**src/hdl/mke_pkg.sv**
```systemverilog
package mke_pkg;

	// Histogram counter width; every bin saturates at all ones
	localparam int COUNT_WIDTH = 32;
	localparam int DUR_W       = 16;
	localparam int PITCH_W     = 7;
	localparam int CLASS_W     = 4;
	localparam int NUM_CLASSES = 12;
	localparam int NUM_DEG     = 7;
	localparam int DEG_W       = 3;
	// Seven bins summed per score need three more bits
	localparam int SCORE_XTRA  = 3;
	localparam int SCORE_W     = COUNT_WIDTH + SCORE_XTRA;

	localparam logic [CLASS_W-1:0] LAST_ROOT    = CLASS_W'(NUM_CLASSES - 1);
	localparam logic [DEG_W-1:0]   LAST_DEG     = DEG_W'(NUM_DEG - 1);
	localparam logic [CLASS_W-1:0] SIXTH_OFFSET = CLASS_W'(9);

	// Major-scale degree offsets from the root
	localparam logic [CLASS_W-1:0] DEG_OFS [NUM_DEG] = '{
		4'd0, 4'd2, 4'd4, 4'd5, 4'd7, 4'd9, 4'd11
	};

	// Roots kept outright when ranked best: C, E and G
	localparam logic [NUM_CLASSES-1:0] KEEP_ROOT = 12'b0000_1001_0001;

	typedef struct packed {
		logic               kind;
		logic [PITCH_W-1:0] note_pitch;
		logic [DUR_W-1:0]   note_duration;
	} mke_in_t;

	typedef struct packed {
		logic [CLASS_W-1:0] key_root;
		logic               is_major;
	} mke_out_t;

	typedef enum logic [2:0] {
		ST_IDLE,
		ST_SCORE,
		ST_RANK,
		ST_PICK,
		ST_TONIC,
		ST_EMIT
	} mke_state_t;

	typedef enum logic [1:0] {
		RD_NOTE,
		RD_SCORE,
		RD_TONIC,
		RD_SIXTH
	} mke_rd_sel_t;

	typedef struct packed {
		mke_rd_sel_t        rd_sel;
		logic [CLASS_W-1:0] root;
		logic [DEG_W-1:0]   deg;
		logic               note_add;
		logic               score_step;
		logic               acc_first;
		logic               acc_last;
		logic               pick;
		logic               tonic_load;
		logic               emit;
	} mke_cmd_t;

	// Fold a value below 24 into 0..11
	function automatic logic [CLASS_W-1:0] wrap12(input logic [CLASS_W:0] v);
		logic [CLASS_W:0] r;
		r = (v >= (CLASS_W + 1)'(NUM_CLASSES)) ? v - (CLASS_W + 1)'(NUM_CLASSES) : v;
		return r[CLASS_W-1:0];
	endfunction

	// Pitch class of a 7-bit note: quotient by reciprocal 43/512, exact below 128
	function automatic logic [CLASS_W-1:0] pitch_class(input logic [PITCH_W-1:0] p);
		logic [12:0]        prod;
		logic [CLASS_W-1:0] q;
		logic [PITCH_W-1:0] r;
		prod = 13'(p) * 13'd43;
		q    = prod[12:9];
		r    = p - PITCH_W'(q) * PITCH_W'(NUM_CLASSES);
		return r[CLASS_W-1:0];
	endfunction

endpackage

```
**src/hdl/musical_key_estimator.sv**
```systemverilog
// Musical key estimator. A note beat (kind 0) adds its duration to the bin of
// its pitch class and keeps busy low, so notes may be started on every cycle
// while busy is low. A finish beat (kind 1) raises busy while the block scans
// the 12 roots times 7 scale degrees, one bin read per cycle through the single
// histogram read port, then finishes ranking, chooses the root and reads the
// tonic and sixth weights. done pulses for one cycle with key_root and is_major
// on result; the receiver must take it then, as it is not held. The histogram
// is cleared as the result is issued. Bins saturate at all ones.
module musical_key_estimator import mke_pkg::*; (
	input  logic     clk,
	input  logic     arst_n,
	input  logic     start,
	input  mke_in_t  item,
	output logic     busy,
	output logic     done,
	output mke_out_t result
);

	mke_cmd_t cmd;

	mke_ctrl u_ctrl (
		.clk    (clk),
		.arst_n (arst_n),
		.start  (start),
		.kind   (item.kind),
		.busy   (busy),
		.cmd    (cmd)
	);

	mke_dp u_dp (
		.clk    (clk),
		.arst_n (arst_n),
		.cmd    (cmd),
		.item   (item),
		.done   (done),
		.result (result)
	);

endmodule

```
**src/hdl/mke_ctrl.sv**
```systemverilog
module mke_ctrl import mke_pkg::*; (
	input  logic     clk,
	input  logic     arst_n,
	input  logic     start,
	input  logic     kind,
	output logic     busy,
	output mke_cmd_t cmd
);

	mke_state_t         state_q, state_d;
	logic [CLASS_W-1:0] root_q;
	logic [DEG_W-1:0]   deg_q;
	logic               scan_end;

	assign scan_end = (deg_q == LAST_DEG) && (root_q == LAST_ROOT);

	// Next state
	always_comb begin
		state_d = state_q;
		unique case (state_q)
			ST_IDLE:  if (start && kind) state_d = ST_SCORE;
			ST_SCORE: if (scan_end) state_d = ST_RANK;
			ST_RANK:  state_d = ST_PICK;
			ST_PICK:  state_d = ST_TONIC;
			ST_TONIC: state_d = ST_EMIT;
			ST_EMIT:  state_d = ST_IDLE;
			default:  state_d = ST_IDLE;
		endcase
	end

	// Commands to the datapath
	always_comb begin
		cmd            = '0;
		cmd.rd_sel     = RD_NOTE;
		cmd.root       = root_q;
		cmd.deg        = deg_q;
		unique case (state_q)
			ST_IDLE:  cmd.note_add = start && !kind;
			ST_SCORE: begin
				cmd.rd_sel     = RD_SCORE;
				cmd.score_step = 1'b1;
				cmd.acc_first  = (deg_q == '0);
				cmd.acc_last   = (deg_q == LAST_DEG);
			end
			ST_RANK:  ;
			ST_PICK:  cmd.pick = 1'b1;
			ST_TONIC: begin
				cmd.rd_sel     = RD_TONIC;
				cmd.tonic_load = 1'b1;
			end
			ST_EMIT:  begin
				cmd.rd_sel = RD_SIXTH;
				cmd.emit   = 1'b1;
			end
			default:  ;
		endcase
	end

	assign busy = (state_q != ST_IDLE);

	// Hold state
	always_ff @(posedge clk or negedge arst_n) begin
		if (!arst_n) begin
			state_q <= ST_IDLE;
		end else begin
			state_q <= state_d;
		end
	end

	// Walk roots, and the seven scale degrees within each root
	always_ff @(posedge clk or negedge arst_n) begin
		if (!arst_n) begin
			root_q <= '0;
			deg_q  <= '0;
		end else if (state_q == ST_IDLE) begin
			root_q <= '0;
			deg_q  <= '0;
		end else if (state_q == ST_SCORE) begin
			if (deg_q == LAST_DEG) begin
				deg_q  <= '0;
				root_q <= root_q + CLASS_W'(1);
			end else begin
				deg_q <= deg_q + DEG_W'(1);
			end
		end
	end

	// Ranking only ever follows the full score scan
	a_rank_after_scan: assert property (@(posedge clk) disable iff (!arst_n)
		state_q == ST_RANK |-> $past(state_q) == ST_SCORE)
		else $error("rank step not preceded by score scan");

	// The scan stops at the last root
	a_scan_root_bound: assert property (@(posedge clk) disable iff (!arst_n)
		state_q == ST_SCORE |-> root_q <= LAST_ROOT && deg_q <= LAST_DEG)
		else $error("score scan index out of range");

endmodule

```
**src/hdl/mke_dp.sv**
```systemverilog
module mke_dp import mke_pkg::*; (
	input  logic     clk,
	input  logic     arst_n,
	input  mke_cmd_t cmd,
	input  mke_in_t  item,
	output logic     done,
	output mke_out_t result
);

	localparam logic [COUNT_WIDTH-1:0] COUNT_MAX = '1;

	logic [COUNT_WIDTH-1:0] bin_q [NUM_CLASSES];
	logic [CLASS_W-1:0]     note_pc;
	logic [CLASS_W-1:0]     rd_addr;
	logic [COUNT_WIDTH-1:0] rd_data;
	logic [COUNT_WIDTH:0]   note_sum;
	logic [SCORE_W-1:0]     rd_ext;
	logic [SCORE_W-1:0]     acc_q;
	logic [SCORE_W-1:0]     score_s1;
	logic [CLASS_W-1:0]     score_root_s1;
	logic                   rank_en_s1;
	logic [SCORE_W-1:0]     best_score_q, sec_score_q;
	logic [CLASS_W-1:0]     best_q, sec_q, root_q;
	logic                   sec_vld_q;
	logic [COUNT_WIDTH-1:0] tonic_q;
	logic                   done_q;
	mke_out_t               result_q;
	logic                   bins_empty;

	assign note_pc = pitch_class(item.note_pitch);

	// Pick the single bin read address
	always_comb begin
		unique case (cmd.rd_sel)
			RD_NOTE:  rd_addr = note_pc;
			RD_SCORE: rd_addr = wrap12({1'b0, cmd.root} + {1'b0, DEG_OFS[cmd.deg]});
			RD_TONIC: rd_addr = root_q;
			RD_SIXTH: rd_addr = wrap12({1'b0, root_q} + {1'b0, SIXTH_OFFSET});
			default:  rd_addr = '0;
		endcase
	end

	assign rd_data  = bin_q[rd_addr];
	assign note_sum = {1'b0, rd_data} + (COUNT_WIDTH + 1)'(item.note_duration);
	assign rd_ext   = {{SCORE_XTRA{1'b0}}, rd_data};

	// Add note beats into the histogram, clear it once a key is reported
	always_ff @(posedge clk or negedge arst_n) begin
		if (!arst_n) begin
			for (int i = 0; i < NUM_CLASSES; i++) bin_q[i] <= '0;
		end else if (cmd.emit) begin
			for (int i = 0; i < NUM_CLASSES; i++) bin_q[i] <= '0;
		end else if (cmd.note_add) begin
			bin_q[note_pc] <= note_sum[COUNT_WIDTH] ? COUNT_MAX : note_sum[COUNT_WIDTH-1:0];
		end
	end

	// Accumulate one scale degree per cycle; post the finished score
	always_ff @(posedge clk) begin
		if (cmd.score_step) begin
			acc_q <= cmd.acc_first ? rd_ext : acc_q + rd_ext;
		end
		if (cmd.acc_last) begin
			score_s1      <= acc_q + rd_ext;
			score_root_s1 <= cmd.root;
		end
	end

	always_ff @(posedge clk or negedge arst_n) begin
		if (!arst_n) begin
			rank_en_s1 <= 1'b0;
		end else begin
			rank_en_s1 <= cmd.acc_last;
		end
	end

	// Keep the top two roots; a later root must beat strictly to move up
	always_ff @(posedge clk or negedge arst_n) begin
		if (!arst_n) begin
			sec_vld_q <= 1'b0;
		end else if (rank_en_s1) begin
			if (score_root_s1 == '0) begin
				sec_vld_q <= 1'b0;
			end else begin
				sec_vld_q <= 1'b1;
			end
		end
	end

	always_ff @(posedge clk) begin
		if (rank_en_s1) begin
			priority if (score_root_s1 == '0) begin
				best_q       <= score_root_s1;
				best_score_q <= score_s1;
			end else if (score_s1 > best_score_q) begin
				sec_q        <= best_q;
				sec_score_q  <= best_score_q;
				best_q       <= score_root_s1;
				best_score_q <= score_s1;
			end else if (!sec_vld_q || score_s1 > sec_score_q) begin
				sec_q       <= score_root_s1;
				sec_score_q <= score_s1;
			end
		end
	end

	// Choose the root, then fetch tonic and sixth weights
	always_ff @(posedge clk) begin
		if (cmd.pick) begin
			if (KEEP_ROOT[best_q]) begin
				root_q <= best_q;
			end else if (sec_score_q == best_score_q) begin
				root_q <= sec_q;
			end else begin
				root_q <= best_q;
			end
		end
		if (cmd.tonic_load) begin
			tonic_q <= rd_data;
		end
		if (cmd.emit) begin
			result_q.key_root <= root_q;
			result_q.is_major <= (tonic_q > rd_data);
		end
	end

	// Strobe the result for one cycle
	always_ff @(posedge clk or negedge arst_n) begin
		if (!arst_n) begin
			done_q <= 1'b0;
		end else begin
			done_q <= cmd.emit;
		end
	end

	assign done   = done_q;
	assign result = result_q;

	always_comb begin
		bins_empty = 1'b1;
		for (int i = 0; i < NUM_CLASSES; i++) begin
			if (bin_q[i] != '0) bins_empty = 1'b0;
		end
	end

	a_root_range: assert property (@(posedge clk) disable iff (!arst_n)
		done_q |-> result_q.key_root <= LAST_ROOT)
		else $error("key root out of range");

	a_cleared_on_emit: assert property (@(posedge clk) disable iff (!arst_n)
		done_q |-> bins_empty)
		else $error("histogram not cleared with result");

	a_note_not_in_scan: assert property (@(posedge clk) disable iff (!arst_n)
		cmd.score_step |-> !cmd.note_add && !done_q)
		else $error("note beat or result during score scan");

endmodule
```
**config.mk**
```make
export PLATFORM = sky130hd
export DESIGN_NAME = musical_key_estimator
export DESIGN_NICKNAME = d
export VERILOG_FILES = /design/src/hdl/mke_pkg.sv /design/src/hdl/musical_key_estimator.sv /design/src/hdl/mke_ctrl.sv /design/src/hdl/mke_dp.sv
export SDC_FILE = /design/constraint.sdc
export NUM_CORES = 1
export LEC_CHECK = 0
export BUFFER_PORTS_ARGS = -buffer_cell sky130_fd_sc_hd__buf_2
export CORE_MARGIN = 2
export CORE_UTILIZATION = 55
export DETAILED_ROUTE_END_ITERATION = 8
export HOLD_SLACK_MARGIN = 0.06
export PLACE_DENSITY = 0.71
export SLEW_MARGIN = 20
export SYNTH_ARGS = -nofsm -noshare
export SYNTH_HDL_FRONTEND = slang
export SYNTH_SLANG_ARGS = --single-unit
```
**constraint.sdc**
```tcl
create_clock -name clk -period 17 [get_ports clk]
set_input_delay 0.85 -clock clk [delete_from_list [all_inputs] [get_ports clk]]
set_output_delay 0.85 -clock clk [all_outputs]
set_load 0.01 [all_outputs]
```
==> metrics list <==
- The root buffer cell chosen for the clock tree is sky130_fd_sc_hd__clkbuf_16.
* Comb pwr share: 4.0%
* Violation count after the first detailed-routing iteration: 2,251
- Of all cell types, the one taking the most synthesized area is sky130_fd_sc_hd__dfrtp_1.
- Across the VDD grid, the largest voltage drop is 0.0714 mV.
* Net load switching power: 664 µW
- In this run the count of I/O pins placed on the die edge is 34.
- The flow ran to the end, and the final reports show no timing, DRC or antenna violations.
- Unrepaired setup endpoints after global routing: no
- Number of cells produced by synthesis: 3,377
- Synthesis produced a netlist with a net count of 3,597.
* Switching Share: 22.2%
* Portion of total power attributed to sequential cells: 48.9%
- For this design, the sink count on the clock tree is 591.
- The setup check on the worst reg-to-reg path leaves a slack of 7.79 ns.
- Using the TritonRoute via totals, the vias-per-cell ratio works out to 6.19.
* Setup violations, final: 0
- Routed wire length per instance: 20.5 µm
- Clock skew: 0.0303 ns
* Detailed Route WL: 84,300 µm
- After routing, the total negative slack on setup checks comes to 0 ns.
* Master of the slowest instance on the critical path: sky130_fd_sc_hd__nor3_2
- Row generation in the floorplan step produced 88 rows.
* Number of buffers on the longest clock path: 3
- STA classifies the critical path endpoint as a flop.
- Fraction of registers with async set or reset after synthesis: 67.2%
- Crit path required time: 17.51 ns
* Buffers plus inverters on the worst setup path: 5
* Hpwl dp: 52,500 µm
- Number of antenna violations at the first check in global routing: 7
- Layout overhead on the synthesized area: 8.74%
* Final RePlAce weighted congestion: 0.924
- Largest net degree at the start of global routing: 119
- The average instance in the mapped netlist occupies 9.56 µm².
- GRT overflow: 0
* Max-slew violation total from the final report: 0
- Summing the sequential cell areas from Yosys gives 48.8% of the chip area.
- The final route contains 25,442 vias.
- Fin crit period: 9.71 ns
- In the synthesized netlist the dominant register cell turns out to be sky130_fd_sc_hd__dfrtp_1.
- The post-route netlist has 8.48% of its cells at a drive strength greater than 1.
- Headroom to the max-slew limit came out at 20.8%.
- The initial utilization of the core area, before any placement, comes to 55.8%.
- In this run the cell area of the synthesized design comes to 32,300 µm².
- The critical path is of the in -> reg type.
- Data arrives at the worst endpoint at 10.22 ns.
* Setup bufs post-CTS: 0
- Cts bufs inserted: 67
- Based on the critical path, the design can be clocked at up to 103 MHz.
- In this run the vertical extent of the chip is 246 µm.
- Width of the die: 246 µm
- Worst-margin pin slew: 1.18 ns
- The detail route stage leaves a number of antenna-violating nets equal to 0.
* Cell area power density: 85.2 nW/µm²
* Post-route fraction of the period consumed by the critical path: 57.1%
* MaxCap Viol Count: 0
- Resized cells post-CTS: 0
- Count of unresolved DRC violations after routing: 0
* Die area: 60,600 µm²
* Clock slew at the register clock pins of the worst setup and hold paths: 0.06 ns
- Count of buffers inserted at the top-level ports: 33
* Nets@finish: 3,507
* Hold-fix buffer count after cts: 0
- First-pass GRT wire length: 134,000 µm
- Count of cell types in the netlist: 85
- Cell types with the largest area share after synthesis: sky130_fd_sc_hd__dfrtp_1 (31%), sky130_fd_sc_hd__edfxtp_1 (18%), sky130_fd_sc_hd__nand3_1 (8.3%)
- In this design, the stage delay of the slowest critical-path cell is 0.93 ns.
- The tightest min-delay check is of the in -> async type.
- TritonCTS built the clock tree.
- Cell internal power was estimated by the tool at 2.33 mW.
- In this run the standard cell core region covers 57,800 µm².
* Share of the synthesized area in the top cell type: 30.8%
- Worst-case hold slack: 0.242 ns
- Total global routing track utilization: 28.0%
- Broken down by cell family, the worst path's largest delay share belongs to compound AO/OA/AOI/OAI gates.
- Number of enable flip-flop cells after synthesis: 193
* Number of detailed-route iterations in the first pass: 6
* Via count of the first global-routing pass: 24,769
- For this run, the number of Yosys warnings is 0.
- #FFs+latches synth: 591
- Crit path max fanout: 56
* Part of the power in the clock network: 47.0%
- The later pin in the worst-skew pair is clocked with a latency of 0.61 ns.
* Critical Path Start Type: input port
- Number of levels in the clock H-tree: 3
- Cell occurring most often along the worst timing path: sky130_fd_sc_hd__o21ai_0
- The final count of hold timing violations came to 0.
* Leakage Power: 15.3 nW
==> state kept, by name, indices dropped and copies added, names as in the netlist, 5 cells and up, named ones only <==
register / flops
u_dp.best_score_q: 35
u_dp.result: 5
u_dp.score_s1: 35
u_dp.sec_score_q: 35
u_dp.acc_q: 35
u_dp.bin_q: 384
u_dp.tonic_q: 32
==> routing by layer <==
layer,routed length [µm],global-route usage (%),vias up
met5,25,0,-
li1,-,-,11898
met3,6390,5.01,186
met2,39700,46.2,940
met1,35400,37.0,12414
met4,2830,10.2,4
==> worst register-to-register path: cells and delay by family (launching register included) <==
| family | cells | cell delay (ns) |
|---|---|---|
| xor gates and xnor gates | 1 | 0.31 |
| and+or+nand+nor | 11 | 3.29 |
| buffers and inverters | 2 | 0.47 |
| DFF | 1 | 0.45 |
| adders and majority gates | 4 | 1.19 |
| AOI/OAI and AO/OA | 13 | 3.39 |
==> final timing paths <==
path,start,end,depth (start not counted)
min in group clk,u_dp.score_s1[0]$_DFFE_PP_,u_dp.best_score_q[0]$_DFFE_PP_,0
worst min-delay path,arst_n,u_dp.bin_q[185]$_DFFE_PN0P_,1
worst max-delay path,item[17],u_dp.bin_q[379]$_DFFE_PN0P_,33
worst max register to register,u_ctrl.deg_q[1]$_DFFE_PN0P_,u_dp.bin_q[379]$_DFFE_PN0P_,31
max in group asynchronous,arst_n,u_ctrl.state_q[2]$_DFFE_PN0P_,2
worst min register to register,u_dp.score_s1[0]$_DFFE_PP_,u_dp.best_score_q[0]$_DFFE_PP_,0
==> synth_stat cells (11+ instances only) <==
master and instances:
sky130_fd_sc_hd__nand2_1 377, sky130_fd_sc_hd__buf_2 37, sky130_fd_sc_hd__nor2_1 95, sky130_fd_sc_hd__mux2_2 53, sky130_fd_sc_hd__nand2b_1 21, sky130_fd_sc_hd__buf_1 11
sky130_fd_sc_hd__nand4_1 50, sky130_fd_sc_hd__mux2i_1 106, sky130_fd_sc_hd__a21o_1 47, sky130_fd_sc_hd__o21ai_0 292, sky130_fd_sc_hd__inv_1 147, sky130_fd_sc_hd__a21oi_1 90
sky130_fd_sc_hd__ha_1 184, sky130_fd_sc_hd__o21ai_1 172, sky130_fd_sc_hd__a22oi_1 12, sky130_fd_sc_hd__clkbuf_1 172, sky130_fd_sc_hd__nor2b_1 28, sky130_fd_sc_hd__nand3_1 537
sky130_fd_sc_hd__edfxtp_1 193, sky130_fd_sc_hd__nor3_1 26, sky130_fd_sc_hd__dfrtp_1 397, sky130_fd_sc_hd__a31oi_1 32, sky130_fd_sc_hd__o21a_1 16, sky130_fd_sc_hd__xnor2_1 65
sky130_fd_sc_hd__and3_1 28, sky130_fd_sc_hd__xor2_1 32
==> power by group through the flow <==
stage / Clock, mW / Sequential, mW / Combinational, mW
floorplan: 0 / 1.49 / 0.0717
global placement: 0 / 1.49 / 0.116
detailed placement: 0 / 1.49 / 0.120
CTS: 1.43 / 1.46 / 0.121
global route: 1.49 / 1.46 / 0.135
finish: 1.41 / 1.46 / 0.121
==> cell families (layout without fill, tap and decap cells) <==
kind of cell	Yosys count	in the layout	synth area share, %
compound gates	733	733	12.9
simple gates	1206	1206	17.6
fa+ha+maj	194	194	7.72
buf+inv	391	353	4.90
other cells	0	5	0
xor+xnor	100	100	2.78
flops	591	591	48.8
mux	162	162	5.26
==> cell type report <==
class / instances / area (µm²)
diodes: 5 / 12.5
clock buffers: 98 / 1940
clock inverters: 23 / 213
fillers: 4772 / 22700
inverters: 153 / 574
multi-input cells: 2395 / 15100
flip-flops and latches: 591 / 15800
well taps: 765 / 957
repair buffers: 79 / 564
==> per-stage QoR <==
stage	worst slack (ns)	utilization [%]	std cells	power [mW]	instance area, µm²
floorplan	8.21	-	3377	1.56	32300
global placement	7.10	56.9	3981	1.61	32900
detailed placement	6.83	56.9	3981	1.61	32900
CTS	7.40	60.6	4102	3.01	35000
global route	6.73	60.7	4106	3.09	35100
finish	7.29	60.7	4109	2.99	35100
==> cell usage in the layout, fill, tap and decap left out, drive strengths merged, types with 28 or more instances in the layout <==
cell type and n:
inv 152, o21ai 465, and3 28, nand2 379
buf 79, xnor2 68, ha 184, mux2i 109
nand3 537, xor2 32, a31oi 32, clkbuf 98
edfxtp 193, nor2 95, nand4 50, mux2 53
dfrtp 397, a21oi 90, a21o 47, nor2b 28
No activity file was read; power rests on OpenSTA's default activity.
